<file path="src/hdl/sort_pkg.sv">
// ----------------------------------------------------------------------------
// sort_pkg
// Types, widths and codes shared by the slot occasion reassembly tracker.
// ----------------------------------------------------------------------------
package sort_pkg;

    // Default sizes
    localparam int DEF_NUM_BUCKETS = 8;
    localparam int DEF_MAX_PORTS   = 16;
    localparam int DEF_MAX_SYMBOLS = 16;

    // Field widths
    localparam int SLOT_W     = 32;
    localparam int SYM_W      = 8;
    localparam int PORT_W     = 8;
    localparam int RES_W      = 3;
    localparam int CNT_OUT_W  = 9;
    localparam int CFG_CNT_W  = 5;
    localparam int CFG_IDX_W  = 2;
    localparam int CFG_DATA_W = 32;

    // Register reset values
    localparam logic [CFG_CNT_W-1:0] RST_NUM_PORTS   = 5'd4;
    localparam logic [CFG_CNT_W-1:0] RST_NUM_SYMBOLS = 5'd12;
    localparam logic [SLOT_W-1:0]    RST_KEEPALIVE   = 32'd4;

    // Item command code
    localparam logic CMD_FLUSH = 1'b1;

    // Register indexes
    typedef enum logic [CFG_IDX_W-1:0] {
        REG_NUM_PORTS   = 2'd0,
        REG_NUM_SYMBOLS = 2'd1,
        REG_KEEPALIVE   = 2'd2
    } cfg_reg_t;

    // Result event codes
    typedef enum logic [RES_W-1:0] {
        EV_ACCEPTED     = 3'd0,
        EV_DROP_INVALID = 3'd1,
        EV_DROP_DUP     = 3'd2,
        EV_COMPLETE     = 3'd3,
        EV_EVICT_FULL   = 3'd4,
        EV_EVICT_STALE  = 3'd5,
        EV_FLUSH_DONE   = 3'd6
    } event_t;

    // Which result the datapath builds
    typedef enum logic [2:0] {
        EMIT_INVALID,
        EMIT_EVICT,
        EMIT_STALE,
        EMIT_DONE,
        EMIT_UPDATE
    } emit_t;

    // Controller states
    typedef enum logic [2:0] {
        S_IDLE,
        S_INVALID,
        S_EVICT,
        S_UPDATE,
        S_FLUSH,
        S_DONE
    } state_t;

    // Controller to datapath
    typedef struct packed {
        logic  load;         // item accepted: capture, look up, claim
        logic  emit;         // push a result into the output register
        emit_t kind;
        logic  evict_claim;  // hand bucket 0 to the new slot
        logic  flush_clear;  // free the bucket under the pointer
        logic  ptr_inc;      // next bucket in the flush scan
        logic  commit;       // bitmap and count update
    } dp_cmd_t;

    // Datapath to controller
    typedef struct packed {
        logic in_flush;
        logic in_invalid;
        logic in_evict;
        logic stale;
        logic ptr_last;
        logic out_space;
    } dp_stat_t;

endpackage

</file>
<file path="src/hdl/sort_ctrl.sv">
// ----------------------------------------------------------------------------
// sort_ctrl
// Sequencer for packet and flush items: issues datapath commands and
// holds off while the output register is full.
// ----------------------------------------------------------------------------
module sort_ctrl
(
    input  logic               clk,
    input  logic               rst_n,
    input  logic               in_valid,
    output logic               in_ready,
    input  sort_pkg::dp_stat_t stat,
    output sort_pkg::dp_cmd_t  cmd
);

    sort_pkg::state_t state_reg;
    sort_pkg::state_t state_next;

    // State register
    always_ff @(posedge clk or negedge rst_n)
    begin
        if (!rst_n)
        begin
            state_reg <= sort_pkg::S_IDLE;
        end
        else
        begin
            state_reg <= state_next;
        end
    end

    // Next state and commands
    always_comb
    begin
        state_next = state_reg;
        cmd        = '0;
        cmd.kind   = sort_pkg::EMIT_UPDATE;
        in_ready   = 1'b0;

        case (state_reg)
            sort_pkg::S_IDLE:
            begin
                in_ready = 1'b1;
                if (in_valid)
                begin
                    cmd.load = 1'b1;
                    if (stat.in_flush)
                    begin
                        state_next = sort_pkg::S_FLUSH;
                    end
                    else if (stat.in_invalid)
                    begin
                        state_next = sort_pkg::S_INVALID;
                    end
                    else if (stat.in_evict)
                    begin
                        state_next = sort_pkg::S_EVICT;
                    end
                    else
                    begin
                        state_next = sort_pkg::S_UPDATE;
                    end
                end
            end

            sort_pkg::S_INVALID:
            begin
                if (stat.out_space)
                begin
                    cmd.emit   = 1'b1;
                    cmd.kind   = sort_pkg::EMIT_INVALID;
                    state_next = sort_pkg::S_IDLE;
                end
            end

            // report bucket 0 before it is handed over
            sort_pkg::S_EVICT:
            begin
                if (stat.out_space)
                begin
                    cmd.emit        = 1'b1;
                    cmd.kind        = sort_pkg::EMIT_EVICT;
                    cmd.evict_claim = 1'b1;
                    state_next      = sort_pkg::S_UPDATE;
                end
            end

            sort_pkg::S_UPDATE:
            begin
                if (stat.out_space)
                begin
                    cmd.emit   = 1'b1;
                    cmd.kind   = sort_pkg::EMIT_UPDATE;
                    cmd.commit = 1'b1;
                    state_next = sort_pkg::S_IDLE;
                end
            end

            // one bucket per cycle; a stale one waits for output space
            sort_pkg::S_FLUSH:
            begin
                if (!stat.stale || stat.out_space)
                begin
                    if (stat.stale)
                    begin
                        cmd.emit        = 1'b1;
                        cmd.kind        = sort_pkg::EMIT_STALE;
                        cmd.flush_clear = 1'b1;
                    end
                    if (stat.ptr_last)
                    begin
                        state_next = sort_pkg::S_DONE;
                    end
                    else
                    begin
                        cmd.ptr_inc = 1'b1;
                    end
                end
            end

            sort_pkg::S_DONE:
            begin
                if (stat.out_space)
                begin
                    cmd.emit   = 1'b1;
                    cmd.kind   = sort_pkg::EMIT_DONE;
                    state_next = sort_pkg::S_IDLE;
                end
            end

            default:
            begin
                state_next = sort_pkg::S_IDLE;
            end
        endcase
    end

endmodule

</file>
<file path="src/hdl/sort_dp.sv">
// ----------------------------------------------------------------------------
// sort_dp
// Bucket table, per-bucket arrival bitmap rows, configuration registers
// and the result register.
// ----------------------------------------------------------------------------
module sort_dp
#(
    parameter int NUM_BUCKETS = sort_pkg::DEF_NUM_BUCKETS,
    parameter int MAX_PORTS   = sort_pkg::DEF_MAX_PORTS,
    parameter int MAX_SYMBOLS = sort_pkg::DEF_MAX_SYMBOLS
)
(
    input  logic                            clk,
    input  logic                            rst_n,
    input  sort_pkg::dp_cmd_t               cmd,
    output sort_pkg::dp_stat_t              stat,
    // configuration writes
    input  logic                            cfg_we,
    input  logic [sort_pkg::CFG_IDX_W-1:0]  cfg_index,
    input  logic [sort_pkg::CFG_DATA_W-1:0] cfg_data,
    // input item
    input  logic                            command,
    input  logic [sort_pkg::SLOT_W-1:0]     slot_id,
    input  logic [sort_pkg::SYM_W-1:0]      symbol_index,
    input  logic [sort_pkg::PORT_W-1:0]     port_index,
    // result item
    input  logic                            out_ready,
    output logic                            out_valid,
    output logic [sort_pkg::RES_W-1:0]      event_res,
    output logic [sort_pkg::SLOT_W-1:0]     event_slot,
    output logic [sort_pkg::CNT_OUT_W-1:0]  arrived_count,
    output logic                            last
);

    localparam int MAP_BITS = MAX_PORTS * MAX_SYMBOLS;
    localparam int BKT_W    = (NUM_BUCKETS > 1) ? $clog2(NUM_BUCKETS) : 1;
    localparam int IDX_W    = (MAP_BITS > 1) ? $clog2(MAP_BITS) : 1;
    localparam int CNT_W    = $clog2(MAP_BITS + 1);
    localparam int NP_W     = $clog2(MAX_PORTS + 1);
    localparam int NS_W     = $clog2(MAX_SYMBOLS + 1);
    localparam int TOT_W    = NP_W + NS_W;

    // Configuration
    logic [sort_pkg::CFG_CNT_W-1:0] num_ports_reg;
    logic [sort_pkg::CFG_CNT_W-1:0] num_symbols_reg;
    logic [sort_pkg::SLOT_W-1:0]    keepalive_reg;

    // Current item
    logic [sort_pkg::SLOT_W-1:0] item_slot_reg;
    logic [IDX_W-1:0]            idx_reg;
    logic [BKT_W-1:0]            ptr_reg;

    // Bucket table
    logic [NUM_BUCKETS-1:0]      busy_reg;
    logic [NUM_BUCKETS-1:0]      map_valid_reg;
    logic [sort_pkg::SLOT_W-1:0] bkt_slot_reg [NUM_BUCKETS];
    logic [CNT_W-1:0]            bkt_cnt_reg  [NUM_BUCKETS];

    // Bitmap rows, one per bucket
    logic [MAP_BITS-1:0] map_mem [NUM_BUCKETS];
    logic [MAP_BITS-1:0] rd_row_reg;

    // Result register
    logic                           out_valid_reg;
    sort_pkg::event_t               out_res_reg;
    logic [sort_pkg::SLOT_W-1:0]    out_slot_reg;
    logic [sort_pkg::CNT_OUT_W-1:0] out_cnt_reg;
    logic                           out_last_reg;

    logic [NP_W-1:0]             np;
    logic [NS_W-1:0]             ns;
    logic [TOT_W-1:0]            total;
    logic                        in_invalid;
    logic [IDX_W-1:0]            idx_in;
    logic                        match_found;
    logic [BKT_W-1:0]            match_idx;
    logic                        free_found;
    logic [BKT_W-1:0]            free_idx;
    logic [BKT_W-1:0]            sel;
    logic                        is_packet;
    logic                        claim_free;
    logic [CNT_W-1:0]            cur_cnt;
    logic [CNT_W-1:0]            cnt_inc;
    logic [MAP_BITS-1:0]         row_cur;
    logic [MAP_BITS-1:0]         row_wdata;
    logic                        hit;
    logic                        complete;
    logic                        write_bit;
    logic [sort_pkg::SLOT_W-1:0] age;
    logic                        out_space;
    sort_pkg::event_t            emit_res;
    logic [sort_pkg::SLOT_W-1:0] emit_slot;
    logic [CNT_W-1:0]            emit_cnt;
    logic                        emit_last;

    // Configuration registers
    always_ff @(posedge clk or negedge rst_n)
    begin
        if (!rst_n)
        begin
            num_ports_reg   <= sort_pkg::RST_NUM_PORTS;
            num_symbols_reg <= sort_pkg::RST_NUM_SYMBOLS;
            keepalive_reg   <= sort_pkg::RST_KEEPALIVE;
        end
        else if (cfg_we)
        begin
            case (cfg_index)
                sort_pkg::REG_NUM_PORTS:
                begin
                    num_ports_reg <= cfg_data[sort_pkg::CFG_CNT_W-1:0];
                end
                sort_pkg::REG_NUM_SYMBOLS:
                begin
                    num_symbols_reg <= cfg_data[sort_pkg::CFG_CNT_W-1:0];
                end
                sort_pkg::REG_KEEPALIVE:
                begin
                    keepalive_reg <= cfg_data;
                end
                default:
                begin
                end
            endcase
        end
    end

    // Effective ports and symbols, capped at the map size
    always_comb
    begin
        if (32'(num_ports_reg) > 32'(MAX_PORTS))
        begin
            np = NP_W'(MAX_PORTS);
        end
        else
        begin
            np = NP_W'(num_ports_reg);
        end
        if (32'(num_symbols_reg) > 32'(MAX_SYMBOLS))
        begin
            ns = NS_W'(MAX_SYMBOLS);
        end
        else
        begin
            ns = NS_W'(num_symbols_reg);
        end
    end

    assign total = TOT_W'(np) * TOT_W'(ns);

    // Range check and bit position of the incoming packet
    assign in_invalid = (32'(port_index) >= 32'(np)) || (32'(symbol_index) >= 32'(ns));
    assign idx_in     = IDX_W'(16'(port_index) * 16'(ns) + 16'(symbol_index));
    assign is_packet  = (command != sort_pkg::CMD_FLUSH);

    // Tag compare across all buckets: first match, else first free
    always_comb
    begin
        match_found = 1'b0;
        match_idx   = '0;
        free_found  = 1'b0;
        free_idx    = '0;
        for (int b = 0; b < NUM_BUCKETS; b++)
        begin
            if (!match_found && busy_reg[b] && (bkt_slot_reg[b] == slot_id))
            begin
                match_found = 1'b1;
                match_idx   = BKT_W'(b);
            end
            if (!free_found && !busy_reg[b])
            begin
                free_found = 1'b1;
                free_idx   = BKT_W'(b);
            end
        end
    end

    // No match and no free bucket leaves bucket 0 selected
    assign sel        = match_found ? match_idx : (free_found ? free_idx : '0);
    assign claim_free = cmd.load && is_packet && !in_invalid && !match_found && free_found;

    // Item capture and bucket pointer
    always_ff @(posedge clk or negedge rst_n)
    begin
        if (!rst_n)
        begin
            ptr_reg <= '0;
        end
        else if (cmd.load)
        begin
            ptr_reg <= is_packet ? sel : '0;
        end
        else if (cmd.ptr_inc)
        begin
            ptr_reg <= ptr_reg + 1'b1;
        end
    end

    always_ff @(posedge clk)
    begin
        if (cmd.load)
        begin
            item_slot_reg <= slot_id;
            idx_reg       <= idx_in;
        end
    end

    // Read-modify-write of the selected row
    assign cur_cnt   = bkt_cnt_reg[ptr_reg];
    assign cnt_inc   = cur_cnt + 1'b1;
    assign row_cur   = map_valid_reg[ptr_reg] ? rd_row_reg : '0;
    assign hit       = row_cur[idx_reg];
    assign row_wdata = row_cur | (MAP_BITS'(1) << idx_reg);
    assign complete  = (32'(cnt_inc) == 32'(total));
    assign write_bit = cmd.commit && !hit;

    // Flush age, modulo 2^32
    assign age = item_slot_reg - bkt_slot_reg[ptr_reg];

    // Busy and row-valid bits
    always_ff @(posedge clk or negedge rst_n)
    begin
        if (!rst_n)
        begin
            busy_reg      <= '0;
            map_valid_reg <= '0;
        end
        else
        begin
            if (claim_free)
            begin
                busy_reg[sel]      <= 1'b1;
                map_valid_reg[sel] <= 1'b0;
            end
            if (cmd.evict_claim)
            begin
                busy_reg[ptr_reg]      <= 1'b1;
                map_valid_reg[ptr_reg] <= 1'b0;
            end
            if (cmd.flush_clear)
            begin
                busy_reg[ptr_reg]      <= 1'b0;
                map_valid_reg[ptr_reg] <= 1'b0;
            end
            if (write_bit)
            begin
                if (complete)
                begin
                    busy_reg[ptr_reg]      <= 1'b0;
                    map_valid_reg[ptr_reg] <= 1'b0;
                end
                else
                begin
                    map_valid_reg[ptr_reg] <= 1'b1;
                end
            end
        end
    end

    // Bucket slot and count
    always_ff @(posedge clk)
    begin
        if (claim_free)
        begin
            bkt_slot_reg[sel] <= slot_id;
            bkt_cnt_reg[sel]  <= '0;
        end
        if (cmd.evict_claim)
        begin
            bkt_slot_reg[ptr_reg] <= item_slot_reg;
            bkt_cnt_reg[ptr_reg]  <= '0;
        end
        if (write_bit)
        begin
            bkt_cnt_reg[ptr_reg] <= complete ? '0 : cnt_inc;
        end
    end

    // Bitmap memory: read on accept, write on update
    always_ff @(posedge clk)
    begin
        if (write_bit)
        begin
            map_mem[ptr_reg] <= row_wdata;
        end
        if (cmd.load)
        begin
            rd_row_reg <= map_mem[sel];
        end
    end

    // Result contents
    always_comb
    begin
        case (cmd.kind)
            sort_pkg::EMIT_INVALID:
            begin
                emit_res  = sort_pkg::EV_DROP_INVALID;
                emit_slot = item_slot_reg;
                emit_cnt  = '0;
                emit_last = 1'b1;
            end
            sort_pkg::EMIT_EVICT:
            begin
                emit_res  = sort_pkg::EV_EVICT_FULL;
                emit_slot = bkt_slot_reg[ptr_reg];
                emit_cnt  = cur_cnt;
                emit_last = 1'b0;
            end
            sort_pkg::EMIT_STALE:
            begin
                emit_res  = sort_pkg::EV_EVICT_STALE;
                emit_slot = bkt_slot_reg[ptr_reg];
                emit_cnt  = cur_cnt;
                emit_last = 1'b0;
            end
            sort_pkg::EMIT_UPDATE:
            begin
                emit_slot = item_slot_reg;
                emit_last = 1'b1;
                if (hit)
                begin
                    emit_res = sort_pkg::EV_DROP_DUP;
                    emit_cnt = cur_cnt;
                end
                else if (complete)
                begin
                    emit_res = sort_pkg::EV_COMPLETE;
                    emit_cnt = cnt_inc;
                end
                else
                begin
                    emit_res = sort_pkg::EV_ACCEPTED;
                    emit_cnt = cnt_inc;
                end
            end
            default:
            begin
                emit_res  = sort_pkg::EV_FLUSH_DONE;
                emit_slot = item_slot_reg;
                emit_cnt  = '0;
                emit_last = 1'b1;
            end
        endcase
    end

    // Output register
    assign out_space = !out_valid_reg || out_ready;

    always_ff @(posedge clk or negedge rst_n)
    begin
        if (!rst_n)
        begin
            out_valid_reg <= 1'b0;
        end
        else if (cmd.emit)
        begin
            out_valid_reg <= 1'b1;
        end
        else if (out_ready)
        begin
            out_valid_reg <= 1'b0;
        end
    end

    always_ff @(posedge clk)
    begin
        if (cmd.emit)
        begin
            out_res_reg  <= emit_res;
            out_slot_reg <= emit_slot;
            out_cnt_reg  <= sort_pkg::CNT_OUT_W'(emit_cnt);
            out_last_reg <= emit_last;
        end
    end

    assign out_valid     = out_valid_reg;
    assign event_res     = out_res_reg;
    assign event_slot    = out_slot_reg;
    assign arrived_count = out_cnt_reg;
    assign last          = out_last_reg;

    // Status to the controller
    assign stat.in_flush   = !is_packet;
    assign stat.in_invalid = in_invalid;
    assign stat.in_evict   = !match_found && !free_found;
    assign stat.stale      = busy_reg[ptr_reg] && (age > keepalive_reg);
    assign stat.ptr_last   = (ptr_reg == BKT_W'(NUM_BUCKETS - 1));
    assign stat.out_space  = out_space;

endmodule

</file>
<file path="src/hdl/slot_occasion_reassembly_tracker.sv">
// A packet item is accepted in the idle state, which does the tag compare
// over all buckets and reads the bucket's bitmap row; the update state then
// sets the bit, bumps the count and loads the result. A packet that evicts
// bucket 0 passes the evict state first. A flush item walks the buckets with
// one shared age comparator, one per cycle unless a stale bucket waits for
// output space. Every result waits for room in the single output register,
// so a stalled consumer holds up the item. Bitmap rows are marked empty by
// per-bucket valid bits, so reset needs no clearing pass. Configuration
// writes are always ready and take effect on the next cycle.
// ----------------------------------------------------------------------------
// slot_occasion_reassembly_tracker
// Per-slot packet reassembly table with duplicate drop, completion and
// stale bucket flush.
// ----------------------------------------------------------------------------
module slot_occasion_reassembly_tracker
#(
    parameter int NUM_BUCKETS = sort_pkg::DEF_NUM_BUCKETS,
    parameter int MAX_PORTS   = sort_pkg::DEF_MAX_PORTS,
    parameter int MAX_SYMBOLS = sort_pkg::DEF_MAX_SYMBOLS
)
(
    input  logic                            clk,
    input  logic                            rst_n,
    // input items
    input  logic                            in_valid,
    output logic                            in_ready,
    input  logic                            command,
    input  logic [sort_pkg::SLOT_W-1:0]     slot_id,
    input  logic [sort_pkg::SYM_W-1:0]      symbol_index,
    input  logic [sort_pkg::PORT_W-1:0]     port_index,
    // result items
    output logic                            out_valid,
    input  logic                            out_ready,
    output logic [sort_pkg::RES_W-1:0]      event_res,
    output logic [sort_pkg::SLOT_W-1:0]     event_slot,
    output logic [sort_pkg::CNT_OUT_W-1:0]  arrived_count,
    output logic                            last,
    // configuration writes
    input  logic                            cfg_valid,
    output logic                            cfg_ready,
    input  logic [sort_pkg::CFG_IDX_W-1:0]  cfg_index,
    input  logic [sort_pkg::CFG_DATA_W-1:0] cfg_data
);

    sort_pkg::dp_cmd_t  cmd;
    sort_pkg::dp_stat_t stat;

    assign cfg_ready = 1'b1;

    // Sequencer
    sort_ctrl u_ctrl
    (
        .clk      (clk),
        .rst_n    (rst_n),
        .in_valid (in_valid),
        .in_ready (in_ready),
        .stat     (stat),
        .cmd      (cmd)
    );

    // Table and result path
    sort_dp
    #(
        .NUM_BUCKETS (NUM_BUCKETS),
        .MAX_PORTS   (MAX_PORTS),
        .MAX_SYMBOLS (MAX_SYMBOLS)
    )
    u_dp
    (
        .clk           (clk),
        .rst_n         (rst_n),
        .cmd           (cmd),
        .stat          (stat),
        .cfg_we        (cfg_valid & cfg_ready),
        .cfg_index     (cfg_index),
        .cfg_data      (cfg_data),
        .command       (command),
        .slot_id       (slot_id),
        .symbol_index  (symbol_index),
        .port_index    (port_index),
        .out_ready     (out_ready),
        .out_valid     (out_valid),
        .event_res     (event_res),
        .event_slot    (event_slot),
        .arrived_count (arrived_count),
        .last          (last)
    );

endmodule

</file>
<file path="config.mk">
export PLATFORM = sky130hd
export DESIGN_NAME = slot_occasion_reassembly_tracker
export DESIGN_NICKNAME = d
export VERILOG_FILES = /design/src/hdl/sort_pkg.sv /design/src/hdl/sort_ctrl.sv /design/src/hdl/sort_dp.sv /design/src/hdl/slot_occasion_reassembly_tracker.sv
export SDC_FILE = /design/constraint.sdc
export NUM_CORES = 2
export LEC_CHECK = 0
export BUFFER_PORTS_ARGS = -buffer_cell sky130_fd_sc_hd__buf_2
export CAP_MARGIN = 20
export CORE_ASPECT_RATIO = 1.25
export CORE_MARGIN = 2
export CORE_UTILIZATION = 60
export CTS_CLUSTER_SIZE = 8
export DETAILED_ROUTE_END_ITERATION = 6
export GPL_TIMING_DRIVEN = 0
export PLACE_DENSITY = 0.74
export SLEW_MARGIN = 10
export SYNTH_ARGS = -nofsm -noshare
export SYNTH_HDL_FRONTEND = slang
export SYNTH_SLANG_ARGS = --single-unit
</file>
<file path="constraint.sdc">
create_clock -name clk -period 20.7 [get_ports clk]
set_input_delay 1.035 -clock clk [delete_from_list [all_inputs] [get_ports clk]]
set_output_delay 1.035 -clock clk [all_outputs]
set_load 0.02 [all_outputs]
</file>
== Word-level counts from Yosys, hierarchy flattened ==
Memories as Yosys holds them, arrays and structs flattened. A register that Yosys moved wholly into a read port is not among the register bits.
Index checks and enable logic that the tools add are counted.

* Register bits: 150
* Input port bits: 88
* Memories kept: 3
* Memory bits (writable): 2376
* Logic and storage cells: 253
* Output and inout port bits: 48

{| class="wikitable"
|+ Memories
! memory !! depth !! bits a word !! rd ports !! clocked after Yosys merged registers in !! wr ports !! line !! text
|-
| u_dp.map_mem || 8 || 256 || 1 || 1 || 1 || sort_dp.sv:60 || <nowiki>logic [MAP_BITS-1:0] map_mem [NUM_BUCKETS];</nowiki>
|-
| u_dp.bkt_slot_reg || 8 || 32 || 9 || 0 || 1 || sort_dp.sv:56 || <nowiki>logic [sort_pkg::SLOT_W-1:0] bkt_slot_reg [NUM_BUCKETS];</nowiki>
|-
| u_dp.bkt_cnt_reg || 8 || 9 || 1 || 0 || 1 || sort_dp.sv:57 || <nowiki>logic [CNT_W-1:0] bkt_cnt_reg [NUM_BUCKETS];</nowiki>
|}

* Multiply operators: 2
* Reduce and logical (&&, ||, !) cells: 73
* Shift operators: 1
* Muxes and demuxes: 107
* Add/sub/neg operators: 4
* $lt $le $gt $ge: 10
* Bitwise gates (word level): 14
* Equality and inequality tests: 25

{| class="wikitable"
|+ Operators by type and width
! kind !! count
|-
| 32-bit == test || 8
|-
| 256-bit 2-to-1 mux || 1
|-
| 256-bit OR || 1
|-
| 1-bit by 8-bit left shift with 256-bit output (first input constant) || 1
|-
| 8-bit 2-to-1 mux || 10
|-
| 3-bit 2-to-1 mux || 22
|-
| 32-bit 2-to-1 mux || 2
|-
| 8-bit AND || 6
|-
| 1-bit 2-to-1 mux || 43
|-
| 9-bit 2-to-1 mux || 4
|-
| 32-bit greater-than comparator || 1
|-
| 32-bit OR reduction || 1
|-
| 32-bit subtractor || 1
|-
| 1-bit logical AND || 31
|-
| 1-bit logical NOT || 26
|-
| 8-bit OR || 3
|-
| 3-bit one-hot mux with 4 select lines || 2
|-
| 4-bit 2-to-1 mux || 5
|-
| 4-bit one-hot mux with 5 select lines || 1
|-
| 9-bit one-hot mux with 2 select lines || 1
|-
| 8-bit by 5-bit greater-or-equal comparator with 1-bit output || 2
|-
| 2-bit 2-to-1 mux || 8
|-
| 8-bit NOT || 2
|-
| 5-bit 2-to-1 mux || 3
|-
| 31 further kinds || 51
|}

== Depth between registers and ports, before layout ==
An unclocked memory read counts as a cell.

* Depth in word-level cells: 47
* Depth in mapped cells: 38
* Depth with buffers taken out: 30

== Hierarchy ==
Synthesis repeated with hierarchy kept, for this count alone.

* Cells, all modules: 8581
* Area, all modules: 123131.8 µm²

{| class="wikitable"
|+ By module, submodules not included
! module !! area each (µm²) !! cells each !! times used
|-
| sort_dp || 122756.5 || 8534 || 1
|-
| sort_ctrl || 364.1 || 45 || 1
|-
| slot_occasion_reassembly_tracker || 11.3 || 2 || 1
|}

== Worst setup path after synthesis ==
Ideal clock, no wire load.

* Path kind: reg-to-reg
* From: register u_dp.ptr_reg[0]
* To: memory u_dp.bkt_cnt_reg[1][0] (netlist bit), enable pin
* Arrival: 14.225 ns
* Library setup time: 0.341 ns
* Path buffers: 3
* Slack: 6.134 ns
* Stages on the path, launching flop included: 14
* Data required time: 20.359 ns
* Cell sequence: dfrtp_1 -> buf_4 -> buf_6 -> buf_6 -> mux4_2 -> mux2_2 -> nand2_1 -> o22ai_1 -> or4b_1 -> o211ai_1 -> o31a_2 -> nand3_2 -> nor2_1 -> or2_1

* Cells in the longest elaborated chain, start to end: 12
* Elaborated cells between the ends (all ways): 13
* Classes of those cells: mux (9); bitwise (1); reduce/logical (3)

{| class="wikitable"
|+ RTL lines
! element !! line !! text
|-
| start, declared || sort_dp.sv:51 || <nowiki>logic [BKT_W-1:0] ptr_reg;</nowiki>
|-
| start signal, assigned || sort_dp.sv:190 || <nowiki>ptr_reg <= is_packet ? sel : '0;</nowiki>
|-
| start signal, assigned || sort_dp.sv:194 || <nowiki>ptr_reg <= ptr_reg + 1'b1;</nowiki>
|-
| 1-bit binary-select mux with 3-bit select || sort_dp.sv:210 || <nowiki>assign row_cur = map_valid_reg[ptr_reg] ? rd_row_reg : '0;</nowiki>
|-
| 1-bit 2-to-1 mux (implied by the code) || sort_dp.sv:210 ||
|-
| 256-bit 2-to-1 mux || sort_dp.sv:210 ||
|-
| 1-bit binary-select mux with 8-bit select || sort_dp.sv:211 || <nowiki>assign hit = row_cur[idx_reg];</nowiki>
|-
| 1-bit 2-to-1 mux (implied by the code) || sort_dp.sv:211 ||
|-
| 1-bit logical NOT || sort_dp.sv:214 || <nowiki>assign write_bit = cmd.commit && !hit;</nowiki>
|-
| 1-bit logical AND || sort_dp.sv:214 ||
|-
| 1-bit 2-to-1 mux || sort_dp.sv:272 || <nowiki>if (write_bit)</nowiki>
|-
| 1-bit 2-to-1 mux || sort_dp.sv:274 || <nowiki>bkt_cnt_reg[ptr_reg] <= complete ? '0 : cnt_inc;</nowiki>
|-
| 1-bit OR (no source line) || n/a ||
|-
| 9-bit OR reduction (no source line) || n/a ||
|-
| 3-bit 2-to-1 mux (no source line) / 1-bit 2-to-1 mux (equally long branches) || n/a ||
|-
| end, declared || sort_dp.sv:57 ||
|}

Parallel ways exist; a longest one is shown, timed or not. The select of a mux whose other input is x is not followed.

== Final worst setup path ==
* From: register u_dp.ptr_reg[0]
* To: register u_dp.out_cnt_reg, in the netlist u_dp.arrived_count[8] (data pin)

* Cells in the longest elaborated chain, start to end: 11
* Elaborated cells between the ends (all ways): 24
* Classes of those cells: add/sub (2); order compare (1); eq/ne (3); mux (12); reduce/logical (4); memory (2)

{| class="wikitable"
|+ RTL lines
! element !! line !! text
|-
| memory 8 x 32 bit || n/a ||
|-
| 32-bit subtractor || sort_dp.sv:217 || <nowiki>assign age = item_slot_reg - bkt_slot_reg[ptr_reg];</nowiki>
|-
| 32-bit greater-than comparator || sort_dp.sv:386 || <nowiki>assign stat.stale = busy_reg[ptr_reg] && (age > keepalive_reg);</nowiki>
|-
| 1-bit logical AND || sort_dp.sv:386 ||
|-
| 1-bit logical NOT || sort_ctrl.sv:102 || <nowiki>if (!stat.stale || stat.out_space)</nowiki>
|-
| 1-bit logical OR || sort_ctrl.sv:102 ||
|-
| 4-bit 2-to-1 mux || sort_ctrl.sv:102 ||
|-
| 4-bit one-hot mux with 5 select lines || sort_ctrl.sv:40 || <nowiki>case (state_reg)</nowiki>
|-
| 3-bit by 1-bit == test with 1-bit output / 3-bit by 2-bit == test with 1-bit output (equally long branches) || sort_dp.sv:294 || <nowiki>case (cmd.kind)</nowiki>
|-
| 2-bit OR reduction (no source line) || n/a ||
|-
| 9-bit one-hot mux with 2 select lines (*) || sort_dp.sv:294 ||
|-
| named net u_dp.emit_cnt[8] || sort_dp.sv:93 || <nowiki>logic [CNT_W-1:0] emit_cnt;</nowiki>
|-
| end signal, assigned || sort_dp.sv:371 || <nowiki>out_cnt_reg <= sort_pkg::CNT_OUT_W'(emit_cnt);</nowiki>
|-
| end, declared || sort_dp.sv:67 || <nowiki>logic [sort_pkg::CNT_OUT_W-1:0] out_cnt_reg;</nowiki>
|}

The timed path passes the listed nets; every way through them passes the cells marked *. The select of a mux whose other input is x is not followed.
A chain may end at the register's enable or synchronous reset.

==> impl_metrics.toml <==
[power]
irDropWorstVdd_uv = 108
leakage_nw = 49.9
powerDensity_nw_per_um2 = 110

[min_path]
hp-start = "slot_id[9]"
holdPathEnd = "u_dp.item_slot_reg[9]"
worst_hold_path_type = "in -> reg"
hold-path-cell-count = 1

[sta]
tightest_slew_ns = 1.42
rsz0062_at_grt = "no"
period_minus_slack_ns = 12.14
hold_violations = 0
drv_slew = 0
max_slew_margin_pct = 5.52
fin_setup_tns_ns = 0
setup_viol = 0
skew_ns = 0.0825
timing.final.crit_share_pct = 58.6
max_freq_mhz = 82.4

[run]
maxCapViolCount = 0

[placed_design]
post_dp_cell_area_um2 = 126000
placed_cells = 12400
place_hpwl_um = 254000
place.gp.congestion = 0.995
place.port_buffers = 134

[final_layout]
nets = 10500
fin_cells = 12900
drive_gt1_share_pct = 11.0
syn_to_final_growth_pct = 15.2
largest_reg_flops = 2048
final_area_um2 = 137000

[worst_setup_path]
r2r_cells = 38
cp-start-kind = "flip-flop"
timing.rr.end = "u_dp.arrived_count[8]"
r2r_slack_ns = 8.56
cp_top_family = "buffers and inverters"
crit_buf_inv = 14
slowest_stage = "o41ai_1"
r2r_start = "u_dp.ptr_reg[0]"
crit_required_ns = 21.37
endpoint_kind = "flip-flop"
slowest_delay_ns = 0.86
cp.arrival_ns = 12.81
crit_type = "reg -> reg"
crit_fanout = 10
worst_path_most_repeated_cell = "clkbuf_1"

[clock_tree]
cts_buffer_depth = 4
htree_num_levels = 5
numCtsBuffers = 398
clock_sinks = 2782
cts_tree = "done"
cts.clk_slew.worst_paths_ns = 0.05
worstSkewPairLatency_ns = 1.01
clockRootBuffer = "clkbuf_16"

[logic_synthesis]
ys_types = 90
syn_area_um2 = 119000
synth.area.top_cells = "edfxtp_1, nand2_1, o21ai_0"
ys_seq_area_share_pct = 70.0
yosys_most_used_dff = "edfxtp_1"
async_flop_share_pct = 2.34
synth_area_per_cell_um2 = 12.4
synth_top_cell_area_share_pct = 68.7
synth_largest_area_cell = "edfxtp_1"
netlist_instances = 9549
synth_enable_flop_cells = 2717
yosysWarningCount = 0
synth-seq-cells = 2782
synthesis.nets = 9769

[route]
firstDrtPassIters = 7
num_vias = 86100
drc = 0
wire_per_inst_um = 29.9
via_per_inst = 6.65
antenna_left = 0
drtIter0Drc = 14300
routed_wl_um = 386000

[floorplan]
die_y_um = 502
fp.dieArea_um2 = 202000
die_w_um = 402
initial_core_util_pct = 60.4
rows = 182
pin_count = 136
core-area_um2 = 197000

[run_status]
run_status = "finished, final reports clean"

[global_route]
antenna_found_initial = 26
grt-ovfl-total = 0
grt_max_degree = 83
grt_pass1_vias = 84200
grt_pass1_wl_um = 557000
grt_use_total_pct = 37.9
==> area by class of cell <==
| class | count | area [um2] |
|---|---|---|
| Antenna cell | 32 | 80.1 |
| Buffer | 590 | 2560 |
| Clock buffer | 474 | 10400 |
| Clock inverter | 9 | 125 |
| Fill cell | 13100 | 59800 |
| Inverter | 98 | 375 |
| Multi-Input combinational cell | 6079 | 32900 |
| Sequential cell | 2782 | 83200 |
| Tap cell | 2576 | 3220 |
| Timing Repair Buffer | 296 | 4050 |
==> worst register-to-register path, delay by kind of cell, from the launching register on <==
family	cells	cell delay (ns)
mux	1	0.17
xor+xnor	1	0.17
buf+inv	14	4.53
compound gates	13	3.63
simple gates	6	1.93
fa+ha+maj	3	1.03
flops	1	0.37
==> worst max-delay path by stage <==
| stage | startpoint | endpoint | slack, ns | depth (start not counted) |
|---|---|---|---|---|
| floorplan | u_dp.ptr_reg[0] | u_dp.bkt_cnt_reg[1][0] | 6.13 | 13 |
| global placement | u_dp.idx_reg[1] | u_dp.bkt_cnt_reg[1][4] | -7.96 | 11 |
| finish | u_dp.ptr_reg[0] | u_dp.arrived_count[8] | 8.56 | 38 |
| CTS | u_dp.ptr_reg[0] | u_dp.arrived_count[7] | 8.69 | 37 |
| global route | u_dp.ptr_reg[0] | u_dp.arrived_count[7] | 8.34 | 38 |
| detailed placement | u_dp.ptr_reg[0] | u_dp.arrived_count[7] | 8.74 | 37 |
==> Yosys cell counts, drive strengths merged (70+ instances only) <==
| cell | n |
|---|---|
| xnor2 | 102 |
| a22oi | 85 |
| xor2 | 220 |
| o211ai | 261 |
| nor2 | 128 |
| o21ai | 817 |
| edfxtp | 2717 |
| nand3 | 562 |
| nand2 | 3035 |
| buf | 244 |
| ha | 105 |
| mux4 | 77 |
| inv | 96 |
| nor4 | 70 |
| clkbuf | 346 |
| a21oi | 94 |
==> placed cells by master (no fill, tap or decap), types with 32 or more instances in the layout <==
cell       Yosys  final
o21ai_0      630    627
xnor2_1      102    102
clkbuf_1     346    390
inv_1         94     93
nand3_1      561    561
nand2_1     3035   3035
mux2_2        54     54
xor2_1       220    220
buf_16         0     48
a22oi_1       85     85
buf_2        210    345
buf_12         0     88
a21oi_1       94     92
o21ai_1      187    186
diode_2        0     32
ha_1         105    105
nand4_1       38     38
dfrtp_1       61     61
o211ai_1     261    261
edfxtp_1    2717   2717
nor2_1       126    117
clkbuf_16      0    405
mux4_2        77     77
nor4_1        69     69
==> power by group <==
| group | internal [mW] | switching (mW) | total (mW) |
|---|---|---|---|
| registers | 6.43 | 0.112 | 6.54 |
| logic | 0.922 | 1.88 | 2.80 |
| clock network | 3.46 | 2.27 | 5.73 |
==> kinds of logic (layout without fill, tap and decap cells) <==
family                     count (synthesis)  in the layout  synth area share, %
AOI/OAI and AO/OA                       1448           1448                 7.36
DFF                                     2782           2782                 70.0
other                                      1             33              0.00316
buffers and inverters                    688           1467                 2.44
muxes                                    160            160                 2.22
and+or+nand+nor                         4014           4014                 14.0
xor gates and xnor gates                 324            324                 2.41
adders and majority gates                132            132                 1.56
==> layer usage <==
layer | GRT usage, % | routed length [um] | part of all wire (%) | up-vias
li1 | - | - | - | 35800
met1 | 47.0 | 129000 | 33 | 41600
met2 | 59.6 | 179000 | 46 | 7229
met3 | 9.61 | 50300 | 13 | 1469
met4 | 24.7 | 28200 | 7.3 | 18
met5 | 0 | 109 | 0.028 | -
==> per-stage QoR <==
stage          total power [mW]  worst slack [ns]  util [%]  hold slack, ns
2_1_floorplan              8.30              6.13         -           0.471
3_3_place_gp               9.29             -7.96      62.4           0.489
3_5_place_dp               9.32              8.74      64.2           0.496
4_1_cts                    15.0              8.69      69.5           0.217
5_1_grt                    15.4              8.34      69.6           0.256
6_report                   15.1              8.56      69.6           0.266
==> what timing repair did <==
action | 4_1_cts | 5_1_grt
endpoints found under the hold margin | 15 | 0
resized for setup | 0 | 0
buffers inserted | 0 | 0
hold buffers | 1 | 0
(Power assumes the default switching activity.)
